<file path="config.mk">
export PLATFORM = sky130hd
export DESIGN_NAME = tab_separated_cell_tokenizer_flat
export DESIGN_NICKNAME = d
export VERILOG_FILES = /design/src/tsct_pkg.sv /design/src/tsct_channels.sv /design/src/tab_separated_cell_tokenizer.sv /design/src/tsct_front.sv /design/src/tsct_queue.sv /design/src/tsct_back.sv /design/src/flat_wrapper.sv
export SDC_FILE = /design/constraint.sdc
export NUM_CORES = 1
export LEC_CHECK = 0
export ABC_AREA = 1
export ABC_CLOCK_PERIOD_IN_PS = 6500
export BUFFER_PORTS_ARGS = -buffer_cell sky130_fd_sc_hd__buf_2
export CORE_MARGIN = 5
export CORE_UTILIZATION = 30
export CTS_CLUSTER_DIAMETER = 50
export DETAILED_ROUTE_END_ITERATION = 7
export MAX_ROUTING_LAYER = met4
export SLEW_MARGIN = 40
export SYNTH_ARGS = -nofsm -noshare
export SYNTH_HDL_FRONTEND = slang
export SYNTH_SLANG_ARGS = --single-unit
</file>
<file path="constraint.sdc">
create_clock -name clk -period 6.5 [get_ports clk]
set_input_delay 1.625 -clock clk [delete_from_list [all_inputs] [get_ports clk]]
set_output_delay 1.625 -clock clk [all_outputs]
set_load 0.03 [all_outputs]
</file>
<file path="src/tsct_pkg.sv">
// Shared types, constants and helpers for the tab-separated cell tokenizer.
// No dependencies; every other file in src imports this package.
package tsct_pkg;

  // Width of the row, column and cursor counters; they saturate at all ones.
  localparam int POS_WIDTH = 16;
  // Width of the position fields carried on the result channel.
  localparam int FIELD_WIDTH = 16;

  // Queue between the classifier and the lexer; the depth must be a power of two.
  localparam int QUEUE_DEPTH = 4;
  localparam int QUEUE_PTR_W = $clog2(QUEUE_DEPTH);
  localparam int QUEUE_CNT_W = QUEUE_PTR_W + 1;

  localparam logic [7:0] CHAR_TAB       = 8'd9;
  localparam logic [7:0] CHAR_NEWLINE   = 8'd10;
  localparam logic [7:0] CHAR_SPACE     = 8'd32;
  localparam logic [7:0] CHAR_QUOTE     = 8'd34;
  localparam logic [7:0] CHAR_BACKSLASH = 8'd92;
  localparam logic [7:0] CHAR_HIGH      = 8'd128;

  typedef logic [POS_WIDTH-1:0]   pos_t;
  typedef logic [FIELD_WIDTH-1:0] field_t;

  typedef enum logic [2:0] {
    EV_TOKEN_BYTE = 3'd0,
    EV_TOKEN_END  = 3'd1,
    EV_BLANK_LINE = 3'd2,
    EV_LINE_END   = 3'd3,
    EV_BAD_CHAR   = 3'd4,
    EV_DROPPED    = 3'd5,
    EV_INPUT_END  = 3'd6
  } event_t;

  // Byte classes as seen by the lexer.
  typedef enum logic [2:0] {
    CLS_ZERO      = 3'd0,
    CLS_TAB       = 3'd1,
    CLS_NEWLINE   = 3'd2,
    CLS_QUOTE     = 3'd3,
    CLS_BACKSLASH = 3'd4,
    CLS_CONTROL   = 3'd5,
    CLS_PLAIN     = 3'd6
  } byte_class_t;

  typedef enum logic [5:0] {
    MODE_EXPECT  = 6'b000001,
    MODE_SIMPLE  = 6'b000010,
    MODE_LITERAL = 6'b000100,
    MODE_ESCAPE  = 6'b001000,
    MODE_CLOSED  = 6'b010000,
    MODE_HALTED  = 6'b100000
  } lex_mode_t;

  typedef struct packed {
    byte_class_t cls;
    logic [7:0]  text_byte;
  } queue_entry_t;

  typedef struct packed {
    event_t     event_res;
    logic [7:0] data;
    field_t     cell_row;
    field_t     cell_column;
    field_t     cursor_x;
    field_t     cursor_y;
    logic       fatal;
    logic       last;
  } result_t;

  function automatic pos_t sat_inc(input pos_t v);
    return (v == '1) ? v : v + pos_t'(1);
  endfunction

  function automatic result_t make_result(input event_t ev, input logic [7:0] d,
                                          input pos_t r, input pos_t c,
                                          input pos_t x, input pos_t y,
                                          input logic f);
    result_t res;
    res.event_res   = ev;
    res.data        = d;
    res.cell_row    = FIELD_WIDTH'(r);
    res.cell_column = FIELD_WIDTH'(c);
    res.cursor_x    = FIELD_WIDTH'(x);
    res.cursor_y    = FIELD_WIDTH'(y);
    res.fatal       = f;
    res.last        = 1'b0;
    return res;
  endfunction

endpackage

</file>
<file path="src/tsct_channels.sv">
// Valid/ready channel interfaces for the text bytes and the result events.
// Depends on tsct_pkg for the payload types.
interface tsct_byte_if;
  import tsct_pkg::*;
  logic       valid;
  logic       ready;
  logic [7:0] text_byte;

  modport source (output valid, output text_byte, input ready);
  modport sink   (input valid, input text_byte, output ready);
endinterface

interface tsct_result_if;
  import tsct_pkg::*;
  logic       valid;
  logic       ready;
  event_t     event_res;
  logic [7:0] data;
  field_t     cell_row;
  field_t     cell_column;
  field_t     cursor_x;
  field_t     cursor_y;
  logic       fatal;
  logic       last;

  modport source (output valid, output event_res, output data, output cell_row,
                  output cell_column, output cursor_x, output cursor_y,
                  output fatal, output last, input ready);
  modport sink   (input valid, input event_res, input data, input cell_row,
                  input cell_column, input cursor_x, input cursor_y,
                  input fatal, input last, output ready);
endinterface

</file>
<file path="src/tab_separated_cell_tokenizer.sv">
// Top level of the tab-separated cell tokenizer: front classifier, byte queue
// and lexer back end. Depends on tsct_pkg, tsct_channels and the tsct modules.
//
// The block takes one text byte per transaction on the text channel and
// delivers lexer events on the events channel, one event per transaction with
// last set on the final event caused by a byte. It sustains one byte per clock
// cycle as long as every byte causes at most one event and the sink keeps
// ready high; a byte that causes two events (token end plus line end, token
// dropped or fatal bad char plus input end) stalls the lexer until its second
// event moves from the spare slot into the output register, so the output
// register sets the rate in that case. A byte accepted on the text channel
// goes into the four-entry queue; the lexer takes it when the output register
// can load and registers its first event there. The queue lets the text side
// keep streaming for up to four bytes while the event side stalls. A zero byte
// ends the string and returns all lexer state to its reset value; no clearing
// pass is needed after reset. The control-byte option (cfg_data, reset 1) makes
// bytes 128 to 255 count as control bytes; it is written with cfg_write and
// should only change while no bytes are in flight.
module tab_separated_cell_tokenizer (
  input  logic          clk,
  input  logic          rst,
  input  logic          cfg_write,
  input  logic          cfg_data,
  tsct_byte_if.sink     text,
  tsct_result_if.source events
);
  import tsct_pkg::*;

  logic         push;
  queue_entry_t push_entry;
  logic         queue_full;
  logic         pop;
  logic         head_valid;
  queue_entry_t head_entry;

  // Front: option register and byte classification.
  tsct_front u_front (
    .clk        (clk),
    .rst        (rst),
    .cfg_write  (cfg_write),
    .cfg_data   (cfg_data),
    .text       (text),
    .queue_full (queue_full),
    .push       (push),
    .push_entry (push_entry)
  );

  // Queue that decouples byte acceptance from event delivery.
  tsct_queue u_queue (
    .clk        (clk),
    .rst        (rst),
    .push       (push),
    .push_entry (push_entry),
    .full       (queue_full),
    .pop        (pop),
    .head_valid (head_valid),
    .head_entry (head_entry)
  );

  // Back: lexer state machine, counters and the output register.
  tsct_back u_back (
    .clk        (clk),
    .rst        (rst),
    .head_valid (head_valid),
    .head_entry (head_entry),
    .pop        (pop),
    .events     (events)
  );

endmodule

</file>
<file path="src/tsct_front.sv">
// Input side of the tokenizer: holds the control-byte option and classifies
// each accepted byte into a queue entry. Depends on tsct_pkg, tsct_channels.
module tsct_front (
  input  logic                  clk,
  input  logic                  rst,
  input  logic                  cfg_write,
  input  logic                  cfg_data,
  tsct_byte_if.sink             text,
  input  logic                  queue_full,
  output logic                  push,
  output tsct_pkg::queue_entry_t push_entry
);
  import tsct_pkg::*;

  logic high_bytes_are_control;
  logic is_control;

  always_ff @(posedge clk) begin
    if (rst) begin
      high_bytes_are_control <= 1'b1;
    end else if (cfg_write) begin
      high_bytes_are_control <= cfg_data;
    end
  end

  assign is_control = (text.text_byte <= CHAR_SPACE) ||
                      (high_bytes_are_control && (text.text_byte >= CHAR_HIGH));

  always_comb begin
    push_entry.text_byte = text.text_byte;
    if (text.text_byte == 8'd0) begin
      push_entry.cls = CLS_ZERO;
    end else if (text.text_byte == CHAR_TAB) begin
      push_entry.cls = CLS_TAB;
    end else if (text.text_byte == CHAR_NEWLINE) begin
      push_entry.cls = CLS_NEWLINE;
    end else if (is_control) begin
      push_entry.cls = CLS_CONTROL;
    end else if (text.text_byte == CHAR_QUOTE) begin
      push_entry.cls = CLS_QUOTE;
    end else if (text.text_byte == CHAR_BACKSLASH) begin
      push_entry.cls = CLS_BACKSLASH;
    end else begin
      push_entry.cls = CLS_PLAIN;
    end
  end

  assign text.ready = !queue_full;
  assign push       = text.valid && !queue_full;

endmodule

</file>
<file path="src/tsct_queue.sv">
// Small first-in first-out queue of classified bytes between front and back.
// Depends on tsct_pkg.
module tsct_queue (
  input  logic                   clk,
  input  logic                   rst,
  input  logic                   push,
  input  tsct_pkg::queue_entry_t push_entry,
  output logic                   full,
  input  logic                   pop,
  output logic                   head_valid,
  output tsct_pkg::queue_entry_t head_entry
);
  import tsct_pkg::*;

  queue_entry_t             entries [QUEUE_DEPTH];
  logic [QUEUE_PTR_W-1:0]   wr_ptr;
  logic [QUEUE_PTR_W-1:0]   rd_ptr;
  logic [QUEUE_CNT_W-1:0]   count;

  always_ff @(posedge clk) begin
    if (rst) begin
      wr_ptr <= '0;
      rd_ptr <= '0;
      count  <= '0;
    end else begin
      if (push) begin
        wr_ptr <= wr_ptr + QUEUE_PTR_W'(1);
      end
      if (pop) begin
        rd_ptr <= rd_ptr + QUEUE_PTR_W'(1);
      end
      if (push && !pop) begin
        count <= count + QUEUE_CNT_W'(1);
      end else if (pop && !push) begin
        count <= count - QUEUE_CNT_W'(1);
      end
    end
  end

  always_ff @(posedge clk) begin
    if (push) begin
      entries[wr_ptr] <= push_entry;
    end
  end

  assign full       = (count == QUEUE_CNT_W'(QUEUE_DEPTH));
  assign head_valid = (count != '0);
  assign head_entry = entries[rd_ptr];

endmodule

</file>
<file path="src/tsct_back.sv">
// Lexer state machine: takes classified bytes from the queue, keeps the row,
// column and cursor counters, and sends events out through an output register
// with one spare slot for a second event. Depends on tsct_pkg, tsct_channels.
module tsct_back (
  input  logic                   clk,
  input  logic                   rst,
  input  logic                   head_valid,
  input  tsct_pkg::queue_entry_t head_entry,
  output logic                   pop,
  tsct_result_if.source          events
);
  import tsct_pkg::*;

  lex_mode_t mode, mode_next;
  pos_t      row_count, row_count_next;
  pos_t      column_count, column_count_next;
  pos_t      cursor_col, cursor_col_next;
  pos_t      cursor_line, cursor_line_next;
  logic      has_bytes, has_bytes_next;

  logic      out_valid;
  result_t   out_res;
  logic      pend_valid;
  result_t   pend_res;

  result_t    res0, res1;
  logic [1:0] res_count;
  logic       do_clear;
  logic       can_load;
  logic [7:0] c;

  assign c        = head_entry.text_byte;
  assign can_load = !out_valid || events.ready;
  assign pop      = head_valid && !pend_valid && can_load;

  always_comb begin
    mode_next         = mode;
    row_count_next    = row_count;
    column_count_next = column_count;
    cursor_col_next   = cursor_col;
    cursor_line_next  = cursor_line;
    has_bytes_next    = has_bytes;
    do_clear          = 1'b0;
    res_count         = 2'd0;
    res0 = make_result(EV_INPUT_END, 8'd0, '0, '0, '0, '0, 1'b0);
    res1 = res0;

    case (mode)
      MODE_EXPECT: begin
        case (head_entry.cls)
          CLS_ZERO: begin
            res_count = 2'd1;
            do_clear  = 1'b1;
          end
          CLS_TAB: begin
            column_count_next = sat_inc(column_count);
            cursor_col_next   = sat_inc(cursor_col);
          end
          CLS_NEWLINE: begin
            row_count_next    = sat_inc(row_count);
            column_count_next = pos_t'(1);
            cursor_col_next   = pos_t'(1);
            cursor_line_next  = sat_inc(cursor_line);
            res0 = make_result(EV_BLANK_LINE, 8'd0, '0, '0, pos_t'(1),
                               sat_inc(cursor_line), 1'b0);
            res_count = 2'd1;
          end
          CLS_CONTROL: begin
            res0 = make_result(EV_BAD_CHAR, c, '0, '0, cursor_col, cursor_line, 1'b0);
            res_count = 2'd1;
          end
          CLS_QUOTE: begin
            mode_next       = MODE_LITERAL;
            cursor_col_next = sat_inc(cursor_col);
          end
          default: begin
            mode_next       = MODE_SIMPLE;
            cursor_col_next = sat_inc(cursor_col);
            has_bytes_next  = 1'b1;
            res0 = make_result(EV_TOKEN_BYTE, c, '0, '0, '0, '0, 1'b0);
            res_count = 2'd1;
          end
        endcase
      end
      MODE_SIMPLE: begin
        case (head_entry.cls)
          CLS_ZERO: begin
            do_clear = 1'b1;
            if (has_bytes) begin
              res0 = make_result(EV_DROPPED, 8'd0, '0, '0, '0, '0, 1'b0);
              res_count = 2'd2;
            end else begin
              res_count = 2'd1;
            end
          end
          CLS_TAB: begin
            if (has_bytes) begin
              res0 = make_result(EV_TOKEN_END, 8'd0, row_count, column_count,
                                 '0, '0, 1'b0);
              res_count = 2'd1;
            end
            has_bytes_next    = 1'b0;
            cursor_col_next   = sat_inc(cursor_col);
            column_count_next = sat_inc(column_count);
            mode_next         = MODE_EXPECT;
          end
          CLS_NEWLINE: begin
            if (has_bytes) begin
              res0 = make_result(EV_TOKEN_END, 8'd0, row_count, column_count,
                                 '0, '0, 1'b0);
              res1 = make_result(EV_LINE_END, 8'd0, '0, '0, '0, '0, 1'b0);
              res_count = 2'd2;
            end else begin
              res0 = make_result(EV_LINE_END, 8'd0, '0, '0, '0, '0, 1'b0);
              res_count = 2'd1;
            end
            has_bytes_next    = 1'b0;
            row_count_next    = sat_inc(row_count);
            column_count_next = pos_t'(1);
            cursor_col_next   = pos_t'(1);
            cursor_line_next  = sat_inc(cursor_line);
            mode_next         = MODE_EXPECT;
          end
          CLS_CONTROL, CLS_QUOTE: begin
            // A stray byte inside a bare token aborts the whole string.
            res0 = make_result(EV_BAD_CHAR, c, '0, '0, cursor_col, cursor_line, 1'b1);
            res_count      = 2'd1;
            has_bytes_next = 1'b0;
            mode_next      = MODE_HALTED;
          end
          default: begin
            cursor_col_next = sat_inc(cursor_col);
            has_bytes_next  = 1'b1;
            res0 = make_result(EV_TOKEN_BYTE, c, '0, '0, '0, '0, 1'b0);
            res_count = 2'd1;
          end
        endcase
      end
      MODE_LITERAL: begin
        case (head_entry.cls)
          CLS_ZERO: begin
            res0 = make_result(EV_BAD_CHAR, 8'd0, '0, '0, cursor_col, cursor_line, 1'b1);
            res_count = 2'd2;
            do_clear  = 1'b1;
          end
          CLS_QUOTE: begin
            if (has_bytes) begin
              res0 = make_result(EV_TOKEN_END, 8'd0, row_count, column_count,
                                 '0, '0, 1'b0);
              res_count = 2'd1;
            end
            has_bytes_next  = 1'b0;
            cursor_col_next = sat_inc(cursor_col);
            mode_next       = MODE_CLOSED;
          end
          CLS_NEWLINE: begin
            // A newline inside quotes is data; only the cursor moves down.
            has_bytes_next   = 1'b1;
            cursor_col_next  = pos_t'(1);
            cursor_line_next = sat_inc(cursor_line);
            res0 = make_result(EV_TOKEN_BYTE, c, '0, '0, '0, '0, 1'b0);
            res_count = 2'd1;
          end
          CLS_BACKSLASH: begin
            mode_next       = MODE_ESCAPE;
            cursor_col_next = sat_inc(cursor_col);
          end
          default: begin
            has_bytes_next  = 1'b1;
            cursor_col_next = sat_inc(cursor_col);
            res0 = make_result(EV_TOKEN_BYTE, c, '0, '0, '0, '0, 1'b0);
            res_count = 2'd1;
          end
        endcase
      end
      MODE_ESCAPE: begin
        case (head_entry.cls)
          CLS_ZERO: begin
            res0 = make_result(EV_BAD_CHAR, 8'd0, '0, '0, cursor_col, cursor_line, 1'b1);
            res_count = 2'd2;
            do_clear  = 1'b1;
          end
          CLS_QUOTE, CLS_BACKSLASH: begin
            has_bytes_next  = 1'b1;
            mode_next       = MODE_LITERAL;
            cursor_col_next = sat_inc(cursor_col);
            res0 = make_result(EV_TOKEN_BYTE, c, '0, '0, '0, '0, 1'b0);
            res_count = 2'd1;
          end
          default: begin
            res0 = make_result(EV_BAD_CHAR, c, '0, '0, cursor_col, cursor_line, 1'b0);
            res_count = 2'd1;
          end
        endcase
      end
      MODE_CLOSED: begin
        case (head_entry.cls)
          CLS_ZERO: begin
            res_count = 2'd1;
            do_clear  = 1'b1;
          end
          CLS_TAB: begin
            cursor_col_next   = sat_inc(cursor_col);
            column_count_next = sat_inc(column_count);
            mode_next         = MODE_EXPECT;
          end
          CLS_NEWLINE: begin
            row_count_next    = sat_inc(row_count);
            column_count_next = pos_t'(1);
            cursor_col_next   = pos_t'(1);
            cursor_line_next  = sat_inc(cursor_line);
            mode_next         = MODE_EXPECT;
            res0 = make_result(EV_LINE_END, 8'd0, '0, '0, '0, '0, 1'b0);
            res_count = 2'd1;
          end
          default: begin
            res0 = make_result(EV_BAD_CHAR, c, '0, '0, cursor_col, cursor_line, 1'b0);
            res_count = 2'd1;
          end
        endcase
      end
      default: begin
        // Halted: everything up to the next zero byte is ignored.
        if (head_entry.cls == CLS_ZERO) begin
          res_count = 2'd1;
          do_clear  = 1'b1;
        end
      end
    endcase

    // The input end event is always the final one of a zero byte.
    if (do_clear) begin
      mode_next         = MODE_EXPECT;
      row_count_next    = pos_t'(1);
      column_count_next = pos_t'(1);
      cursor_col_next   = pos_t'(1);
      cursor_line_next  = pos_t'(1);
      has_bytes_next    = 1'b0;
    end

    res0.last = (res_count == 2'd1);
    res1.last = 1'b1;
  end

  always_ff @(posedge clk) begin
    if (rst) begin
      mode         <= MODE_EXPECT;
      row_count    <= pos_t'(1);
      column_count <= pos_t'(1);
      cursor_col   <= pos_t'(1);
      cursor_line  <= pos_t'(1);
      has_bytes    <= 1'b0;
      out_valid    <= 1'b0;
      pend_valid   <= 1'b0;
    end else begin
      if (pend_valid && can_load) begin
        out_valid  <= 1'b1;
        pend_valid <= 1'b0;
      end else if (pop) begin
        mode         <= mode_next;
        row_count    <= row_count_next;
        column_count <= column_count_next;
        cursor_col   <= cursor_col_next;
        cursor_line  <= cursor_line_next;
        has_bytes    <= has_bytes_next;
        out_valid    <= (res_count != 2'd0);
        pend_valid   <= (res_count == 2'd2);
      end else if (events.ready) begin
        out_valid <= 1'b0;
      end
    end
  end

  always_ff @(posedge clk) begin
    if (pend_valid && can_load) begin
      out_res <= pend_res;
    end else if (pop && (res_count != 2'd0)) begin
      out_res  <= res0;
      pend_res <= res1;
    end
  end

  assign events.valid       = out_valid;
  assign events.event_res   = out_res.event_res;
  assign events.data        = out_res.data;
  assign events.cell_row    = out_res.cell_row;
  assign events.cell_column = out_res.cell_column;
  assign events.cursor_x    = out_res.cursor_x;
  assign events.cursor_y    = out_res.cursor_y;
  assign events.fatal       = out_res.fatal;
  assign events.last        = out_res.last;

endmodule
</file>
<file path="src/flat_wrapper.sv">
// flat-port wrapper written by rule: the top's interface ports become plain ports
module tab_separated_cell_tokenizer_flat import tsct_pkg::*;
  (clk, rst, cfg_write, cfg_data, text_valid, text_text_byte, text_ready, events_valid, events_event_res, events_data, events_cell_row, events_cell_column, events_cursor_x, events_cursor_y, events_fatal, events_last, events_ready);
  tsct_byte_if text_i ();
  tsct_result_if events_i ();
  input  logic clk;
  input  logic rst;
  input  logic cfg_write;
  input  logic cfg_data;
  input wire logic [$bits(text_i.valid)-1:0] text_valid;
  input wire logic [$bits(text_i.text_byte)-1:0] text_text_byte;
  output wire logic [$bits(text_i.ready)-1:0] text_ready;
  output wire logic [$bits(events_i.valid)-1:0] events_valid;
  output wire logic [$bits(events_i.event_res)-1:0] events_event_res;
  output wire logic [$bits(events_i.data)-1:0] events_data;
  output wire logic [$bits(events_i.cell_row)-1:0] events_cell_row;
  output wire logic [$bits(events_i.cell_column)-1:0] events_cell_column;
  output wire logic [$bits(events_i.cursor_x)-1:0] events_cursor_x;
  output wire logic [$bits(events_i.cursor_y)-1:0] events_cursor_y;
  output wire logic [$bits(events_i.fatal)-1:0] events_fatal;
  output wire logic [$bits(events_i.last)-1:0] events_last;
  input wire logic [$bits(events_i.ready)-1:0] events_ready;
  assign text_i.valid = text_valid;
  assign text_i.text_byte = text_text_byte;
  assign text_ready = text_i.ready;
  assign events_valid = events_i.valid;
  assign events_event_res = events_i.event_res;
  assign events_data = events_i.data;
  assign events_cell_row = events_i.cell_row;
  assign events_cell_column = events_i.cell_column;
  assign events_cursor_x = events_i.cursor_x;
  assign events_cursor_y = events_i.cursor_y;
  assign events_fatal = events_i.fatal;
  assign events_last = events_i.last;
  assign events_i.ready = events_ready;
  tab_separated_cell_tokenizer u_core (.clk(clk), .rst(rst), .cfg_write(cfg_write), .cfg_data(cfg_data), .text(text_i), .events(events_i));
endmodule
</file>
==> results of run 1 <==
-- state kept, by name, indices dropped and copies added (netlist names), 2 cells and up, named ones only --
name	cells
u_core.u_queue.entries	44
u_core.u_back.column_count	16
u_core.u_back.cursor_col	16
u_core.u_back.cursor_line	16
u_core.u_back.events.cell_column	16
u_core.u_back.events.cell_row	16
u_core.u_back.events.cursor_x	16
u_core.u_back.events.cursor_y	16
u_core.u_back.row_count	16
u_core.u_back.events.data	8
u_core.u_back.mode	6
u_core.u_back.events.event_res	3
u_core.u_queue.count	3
u_core.u_back.pend_res	2
u_core.u_queue.rd_ptr	2
u_core.u_queue.wr_ptr	2
-- cells in the mapped netlist (all sizes together) --
master | n | area, sq um
nor3 | 64 | 325
nand3 | 87 | 473
nor4 | 3 | 18.8
nand2 | 344 | 1390
o22ai | 5 | 31.3
dfxtp | 83 | 1660
ha | 9 | 113
xor2 | 35 | 307
fa | 1 | 20.0
o221ai | 1 | 8.76
nor4b | 1 | 8.76
a22o | 4 | 35.0
o2111ai | 2 | 17.5
inv | 126 | 475
o211ai | 2 | 15.0
a21oi | 103 | 531
clkbuf | 27 | 101
o21a | 1 | 7.51
nand4 | 18 | 134
nand3b | 5 | 37.5
nor2 | 175 | 706
a31oi | 1 | 6.26
o21ai | 70 | 350
buf | 25 | 166
edfxtp | 123 | 3690
a211oi | 1 | 7.51
o31ai | 2 | 15.0
-- power by group through the flow --
stage | logic, mW | registers (mW) | clock network (mW)
after floorplan | 1.25 | 2.55 | 0
after global placement | 2.37 | 2.05 | 0
after detailed placement | 2.44 | 2.03 | 0
after CTS | 2.44 | 2.01 | 1.66
after global routing | 2.64 | 2.04 | 1.72
final | 2.42 | 2.00 | 1.62
-- tightest hold or removal path: cells and delay by family, from the launching register on --
kind	cells	cell delay, ns
flip-flops	1	0.30
AO/OA/AOI/OAI	1	0.06
buffers and inverters	1	0.05
-- worst min-delay path by stage --
stage                                            end  cells past startpoint
2_1_floorplan                              flip-flop                      2
3_3_place_gp   u_core.u_queue.rd_ptr[1]$_SDFFE_PP0P_                      2
3_5_place_dp   u_core.u_queue.rd_ptr[1]$_SDFFE_PP0P_                      2
4_1_cts        u_core.u_queue.rd_ptr[1]$_SDFFE_PP0P_                      2
5_1_grt        u_core.u_queue.rd_ptr[1]$_SDFFE_PP0P_                      2
6_report       u_core.u_queue.rd_ptr[1]$_SDFFE_PP0P_                      2
-- final cells by class --
type	count	area [sq um]	area share
flip-flops and latches	206	5360	0.427
multi-input cells	934	4590	0.366
clock buffers	33	741	0.0590
well taps	461	577	0.0460
repair buffers	99	538	0.0429
inverters	126	475	0.0379
clock inverters	21	269	0.0214
-- stage by stage --
stage | area, sq um | hold slack (ns)
after floorplan | 10700 | 0.436
after global placement | 11500 | 0.458
after detailed placement | 11500 | 0.459
after CTS | 12500 | 0.467
after global routing | 12500 | 0.484
final | 12500 | 0.463
-- per-layer routing --
| metal | track usage | vias up | wire length (um) |
|---|---|---|---|
| li1 | - | 4546 | - |
| met5 | - | - | 0 |
| met4 | 0.0410 | 0 | 782 |
| met3 | 0.0198 | 60 | 1480 |
| met1 | 0.190 | 4161 | 12900 |
| met2 | 0.218 | 269 | 12100 |
-- cells by family (layout without fill, tap and decap cells) --
| logic type | count (synthesis) | in the layout | synth area share |
|---|---|---|---|
| buffers and inverters | 178 | 279 | 0.0697 |
| adder cells (fa/ha/maj) | 10 | 10 | 0.0124 |
| AO/OA/AOI/OAI | 192 | 192 | 0.0961 |
| flip-flops | 206 | 206 | 0.502 |
| XOR/XNOR | 35 | 35 | 0.0288 |
| AND/OR/NAND/NOR | 697 | 697 | 0.291 |
==> flow_summary.json, run 1 <==
{
  "seq_area_frac_synth": 0.502,
  "syn_nets": 1342,
  "fin_crit_ns": 4.19,
  "pre_cts_slack_ns": 2.36,
  "wirelength_um": 27200,
  "p_leak_nw": 4.81,
  "hold_start": "u_core.u_queue.rd_ptr[1]$_SDFFE_PP0P_",
  "antennaDiodeCount": 0,
  "final_common_cell": "nand2_1",
  "antenna_found_initial": 0,
  "worstSetupStartpointType": "flip-flop",
  "relSlewSlack": 0.458,
  "grt-ovfl-total": 0,
  "grt_usage": 0.140,
  "crit_buf_inv": 3,
  "cp_max_fo": 37,
  "cts.reportedPaths.clkPinSlew_ns": 0.06,
  "max_cap_viol_count": 0,
  "setup_violations": 0,
  "critPathMostFrequentCell": "nand2_1",
  "cts_tree": "yes",
  "min_period_over_period": 0.644,
  "grt_max_degree": 55,
  "synthCells": 1318,
  "switching_share": 0.434,
  "grt_pass1_wl_um": 44600,
  "seq_power_share": 0.331,
  "finClkSkew_ns": 0.0224,
  "r2r_slack_ns": 2.31,
  "rows": 69,
  "post-route-drc-count": 0,
  "slowest_delay_ns": 0.80,
  "vdd_ir_drop_max_mv": 0.286,
  "layout.cells.non_filler": 1880,
  "outcome": "completed",
  "drt-pass1-iter-count": 5,
  "vias": 9036,
  "p_int_mw": 3.42,
  "cts-root-buf": "clkbuf_16",
  "final_cell_mix": "nand2_1 (325), nor2_1 (165), edfxtp_1 (123)",
  "worstPathCellList": "inv_2 > nand2_1 > nand3_1 > nand2_1 > nand3_4 > inv_2 > o21ai_0 > nand2_1 > nand2_1 > nand3_4 > buf_12",
  "switchingPower_mw": 2.62,
  "post_drt_wl_per_cell_um": 14.5,
  "crit_family": "simple AND/OR/NAND/NOR gates",
  "cp_num_cells": 11,
  "power_mw": 6.05,
  "start_util": 0.302,
  "syn_avg_cell_area_sq_um": 8.09,
  "yosys.cell_types.count": 45,
  "worstPathRequired_ns": 6.73,
  "place.gp.congestion": 0.891,
  "pwr-share-clk": 0.268,
  "clock_latency_ns": 0.54,
  "dp_hpwl_um": 19200,
  "io_buffers": 92,
  "synth_area_sq_um": 10700,
  "timing.final.ws_setup_ns": 2.31,
  "final_net_count": 1420,
  "dp.cells": 1826,
  "area_growth_pct": 17.7,
  "pin_count": 93,
  "numCtsBuffers": 29,
  "fin_util": 0.355,
  "comb_power_share": 0.401,
  "clkSinkCount": 206,
  "yosys_warnings": 0,
  "detail-route-antenna-nets": 0,
  "drt_first_iter_violations": 635,
  "cp-endpoint": "u_core.u_back.events.cursor_x[8]$_SDFFCE_PP0P_",
  "rr_worst_depth": 11,
  "post-cts-setup-buffers": 0,
  "routed_via_density": 4.81,
  "max_clock_freq_ghz": 0.239,
  "clock_path_buffers": 3,
  "finalHoldViolCount": 0,
  "fin_tns_setup_ns": 0,
  "die_w_um": 198,
  "path_class": "flip-flop to flip-flop",
  "cts.htree.levels": 1,
  "dieArea_sq_um": 39400,
  "cp-end-kind": "flip-flop",
  "final_layout_size_suffix_gt1_frac": 0.140,
  "r2r_end": "u_core.u_back.events.cursor_x[8]$_SDFFCE_PP0P_",
  "core_area_sq_um": 35300,
  "critPathArrivalTime_ns": 4.42,
  "fill_cells": 3622,
  "cp_slowest_cell": "dfxtp_1",
  "die_h_um": 198,
  "worstMarginPinSlew_ns": 0.813,
  "maxSlewViolCount": 0,
  "ys_ff_latch": 206,
  "min_path_type": "flip-flop to flip-flop",
  "grt_pass1_vias": 8657,
  "rsz0062_at_grt": "false",
  "cts_hold_buf": 0,
  "p_per_area_nw_per_um2": 482,
  "cts_resized": 0
}
No activity file was read; power rests on OpenSTA's default activity.
==> inputs of run 2 (changes only) <==
--- a/config.mk
+++ b/config.mk
@@ -5,8 +5,8 @@
 export SDC_FILE = /design/constraint.sdc
 export NUM_CORES = 1
 export LEC_CHECK = 0
-export ABC_AREA = 1
-export ABC_CLOCK_PERIOD_IN_PS = 6500
+export ABC_AREA = 0
+export ABC_CLOCK_PERIOD_IN_PS = 4300
 export BUFFER_PORTS_ARGS = -buffer_cell sky130_fd_sc_hd__buf_2
 export CORE_MARGIN = 5
 export CORE_UTILIZATION = 30
==> constraint.sdc (replaced) <==
create_clock -name clk -period 4.3 [get_ports clk]
set_input_delay 1.075 -clock clk [delete_from_list [all_inputs] [get_ports clk]]
set_output_delay 1.075 -clock clk [all_outputs]
set_load 0.03 [all_outputs]
==> flow_summary.json, run 2 <==
{
  "outcome": "completed",
  "worstPathCellList": "buf_4 > mux4_2 > or2_1 > nor2_2 > nor2_1 > a41o_1 > a21oi_1 > or2_4 > buf_12",
  "cp_max_fo": 29,
  "drt-pass1-iter-count": 6,
  "rsz0062_at_grt": "false",
  "die_h_um": 193,
  "min_period_over_period": 0.808,
  "final_cell_mix": "edfxtp_1 (123), buf_2 (92), nor2_1 (84)",
  "whs_ns": 0.505,
  "grt_max_degree": 33,
  "synth_most_common_cell": "edfxtp_1",
  "grt_pass1_vias": 7231,
  "p_per_area_nw_per_um2": 702,
  "final_net_count": 1052,
  "crit_buf_inv": 2,
  "grt-ovfl-total": 0,
  "largest-register": "u_core.u_queue.entries",
  "antenna_found_initial": 1,
  "wirelength_um": 24100,
  "numCtsBuffers": 25,
  "vias": 7536,
  "crit_family": "simple AND/OR/NAND/NOR gates",
  "vdd_ir_drop_max_mv": 0.280,
  "cts_tree": "yes",
  "p_int_mw": 5.01,
  "pwr-share-clk": 0.266,
  "fill_cells": 3233,
  "dp_hpwl_um": 16900,
  "yosys.cell_types.count": 80,
  "grt_pass1_wl_um": 38200,
  "clkSinkCount": 206,
  "start_util": 0.306,
  "routed_via_density": 5.06,
  "post-route-drc-count": 0,
  "cp-end-kind": "flip-flop",
  "min_path_type": "flip-flop to flip-flop",
  "synthCells": 944,
  "worstSetupStartpointType": "flip-flop",
  "post_drt_wl_per_cell_um": 16.2,
  "clock_latency_ns": 0.53,
  "ys_ff_latch": 206,
  "final_common_cell": "edfxtp_1",
  "cts.reportedPaths.clkPinSlew_ns": 0.06,
  "area_growth_pct": 18.6,
  "ys_async_sr_fraction": 0,
  "yosys.area.top_type": "edfxtp_1",
  "synth.top_cell.area_share": 0.369,
  "cts-root-buf": "clkbuf_16",
  "synth_ff_type": "edfxtp_1",
  "p_leak_nw": 4.21,
  "syn_avg_cell_area_sq_um": 10.6,
  "clock_path_buffers": 3,
  "power_mw": 8.34,
  "grt_usage": 0.129,
  "cts_resized": 0,
  "detail-route-antenna-nets": 0,
  "die_w_um": 193,
  "core_area_sq_um": 32700,
  "pin_count": 93,
  "syn_nets": 968,
  "synth_edf_count": 123,
  "seq_area_frac_synth": 0.535,
  "path_class": "flip-flop to flip-flop",
  "place.gp.congestion": 0.910,
  "switchingPower_mw": 3.32,
  "final_layout_size_suffix_gt1_frac": 0.184,
  "finClkSkew_ns": 0.0151,
  "seq_power_share": 0.354,
  "comb_power_share": 0.380,
  "yosys_warnings": 0,
  "synthTopCellsByArea": "edfxtp_1 (37%), dfxtp_1 (17%), and2_1 (3.4%)",
  "largest_reg_flops": 44,
  "drt_first_iter_violations": 613,
  "fin_crit_ns": 3.47,
  "cp_slowest_cell": "mux4_2",
  "finalHoldViolCount": 0,
  "cts_hold_buf": 0,
  "synth_area_sq_um": 10000,
  "slowest_delay_ns": 0.66,
  "rows": 66,
  "max_clock_freq_ghz": 0.288,
  "cts.htree.levels": 1,
  "critPathArrivalTime_ns": 3.70,
  "max_cap_viol_count": 0,
  "post-cts-setup-buffers": 0,
  "maxSlewViolCount": 0,
  "switching_share": 0.399,
  "worstMarginPinSlew_ns": 0.808,
  "worstPathRequired_ns": 4.52,
  "relSlewSlack": 0.454,
  "dieArea_sq_um": 37100,
  "setup_violations": 0,
  "fin_tns_setup_ns": 0,
  "synth_common_cells": "edfxtp_1 (123), nor2_1 (84), dfxtp_1 (83), nand2_1 (83), and2_1 (54)",
  "io_buffers": 92
}
==> run 2: changes by cell type in the layout (fill, tap and decap cells not counted), sizes merged, moves of 19 or more <==
cell,change
nand2,-261
inv,-113
nor2,-90
a21oi,-56
and2,+54
nand3,-50
nor3,-48
o21ai,-29
a31oi,+22
nor2b,+20
xnor2,+20
and3,+19
==> run 2: layout make-up <==
type / count / area [sq um] / area share
clock inverters: 17 / 239 / 0.0201
well taps: 442 / 553 / 0.0466
repair buffers: 111 / 628 / 0.0529
multi-input cells: 670 / 4390 / 0.370
flip-flops and latches: 206 / 5360 / 0.451
clock buffers: 29 / 651 / 0.0548
inverters: 14 / 52.6 / 0.00443
diodes: 1 / 2.50 / 0.000211
==> run 2: cells by family after synthesis <==
kind of cell	count (synthesis)	share of synthesized area
mux	21	0.0350
compound gates	210	0.147
xor+xnor	44	0.0385
flops	206	0.535
simple gates	385	0.202
buf+inv	68	0.0289
fa+ha+maj	10	0.0132
==> run 2: layer usage <==
layer	vias to the layer above	global-route usage	routed length [um]
met5	-	-	0
met4	0	0.0337	386
met3	38	0.0277	1750
met2	216	0.211	11600
met1	3599	0.163	10400
li1	3683	-	-
==> run 2: worst paths after layout <==
path / from / to / slack, ns / cells past startpoint
setup reg to reg: flip-flop / u_core.u_back.events.cursor_y[11]$_SDFFCE_PP0P_ / 0.83 / 9
hold / removal: u_core.u_queue.count[2]$_SDFFE_PP0P_ / u_core.u_queue.count[2]$_SDFFE_PP0P_ / 0.50 / 2
setup / recovery: flip-flop / u_core.u_back.events.cursor_y[11]$_SDFFCE_PP0P_ / 0.83 / 9
hold reg to reg: u_core.u_queue.count[2]$_SDFFE_PP0P_ / u_core.u_queue.count[2]$_SDFFE_PP0P_ / 0.50 / 2
==> run 2: worst register-to-register path, stage by stage (launching register included) <==
cell,delay (ns)
dfxtp_1,0.43
buf_4,0.26
mux4_2,0.67
or2_1,0.35
nor2_2,0.14
nor2_1,0.06
a41o_1,0.21
a21oi_1,0.32
or2_4,0.45
buf_12,0.27
==> run 2: power by group through the flow <==
stage	Sequential, mW	Clock, mW	Combinational (mW)
after floorplan	3.76	0	1.46
after global placement	3.00	0	3.15
after detailed placement	3.01	0	3.18
after CTS	2.97	2.28	3.19
after global routing	3.01	2.37	3.40
final	2.95	2.22	3.16
==> run 2: per-stage QoR <==
stage          area, sq um  instances   util  setup slack, ns
3_5_place_dp         11000       1443  0.335            0.785
6_report             11900       1490  0.363            0.825
3_3_place_gp         11000       1443  0.335            0.902
2_1_floorplan        10000        944      -            0.737
5_1_grt              11900       1490  0.363            0.603
4_1_cts              11900       1489  0.363            0.767
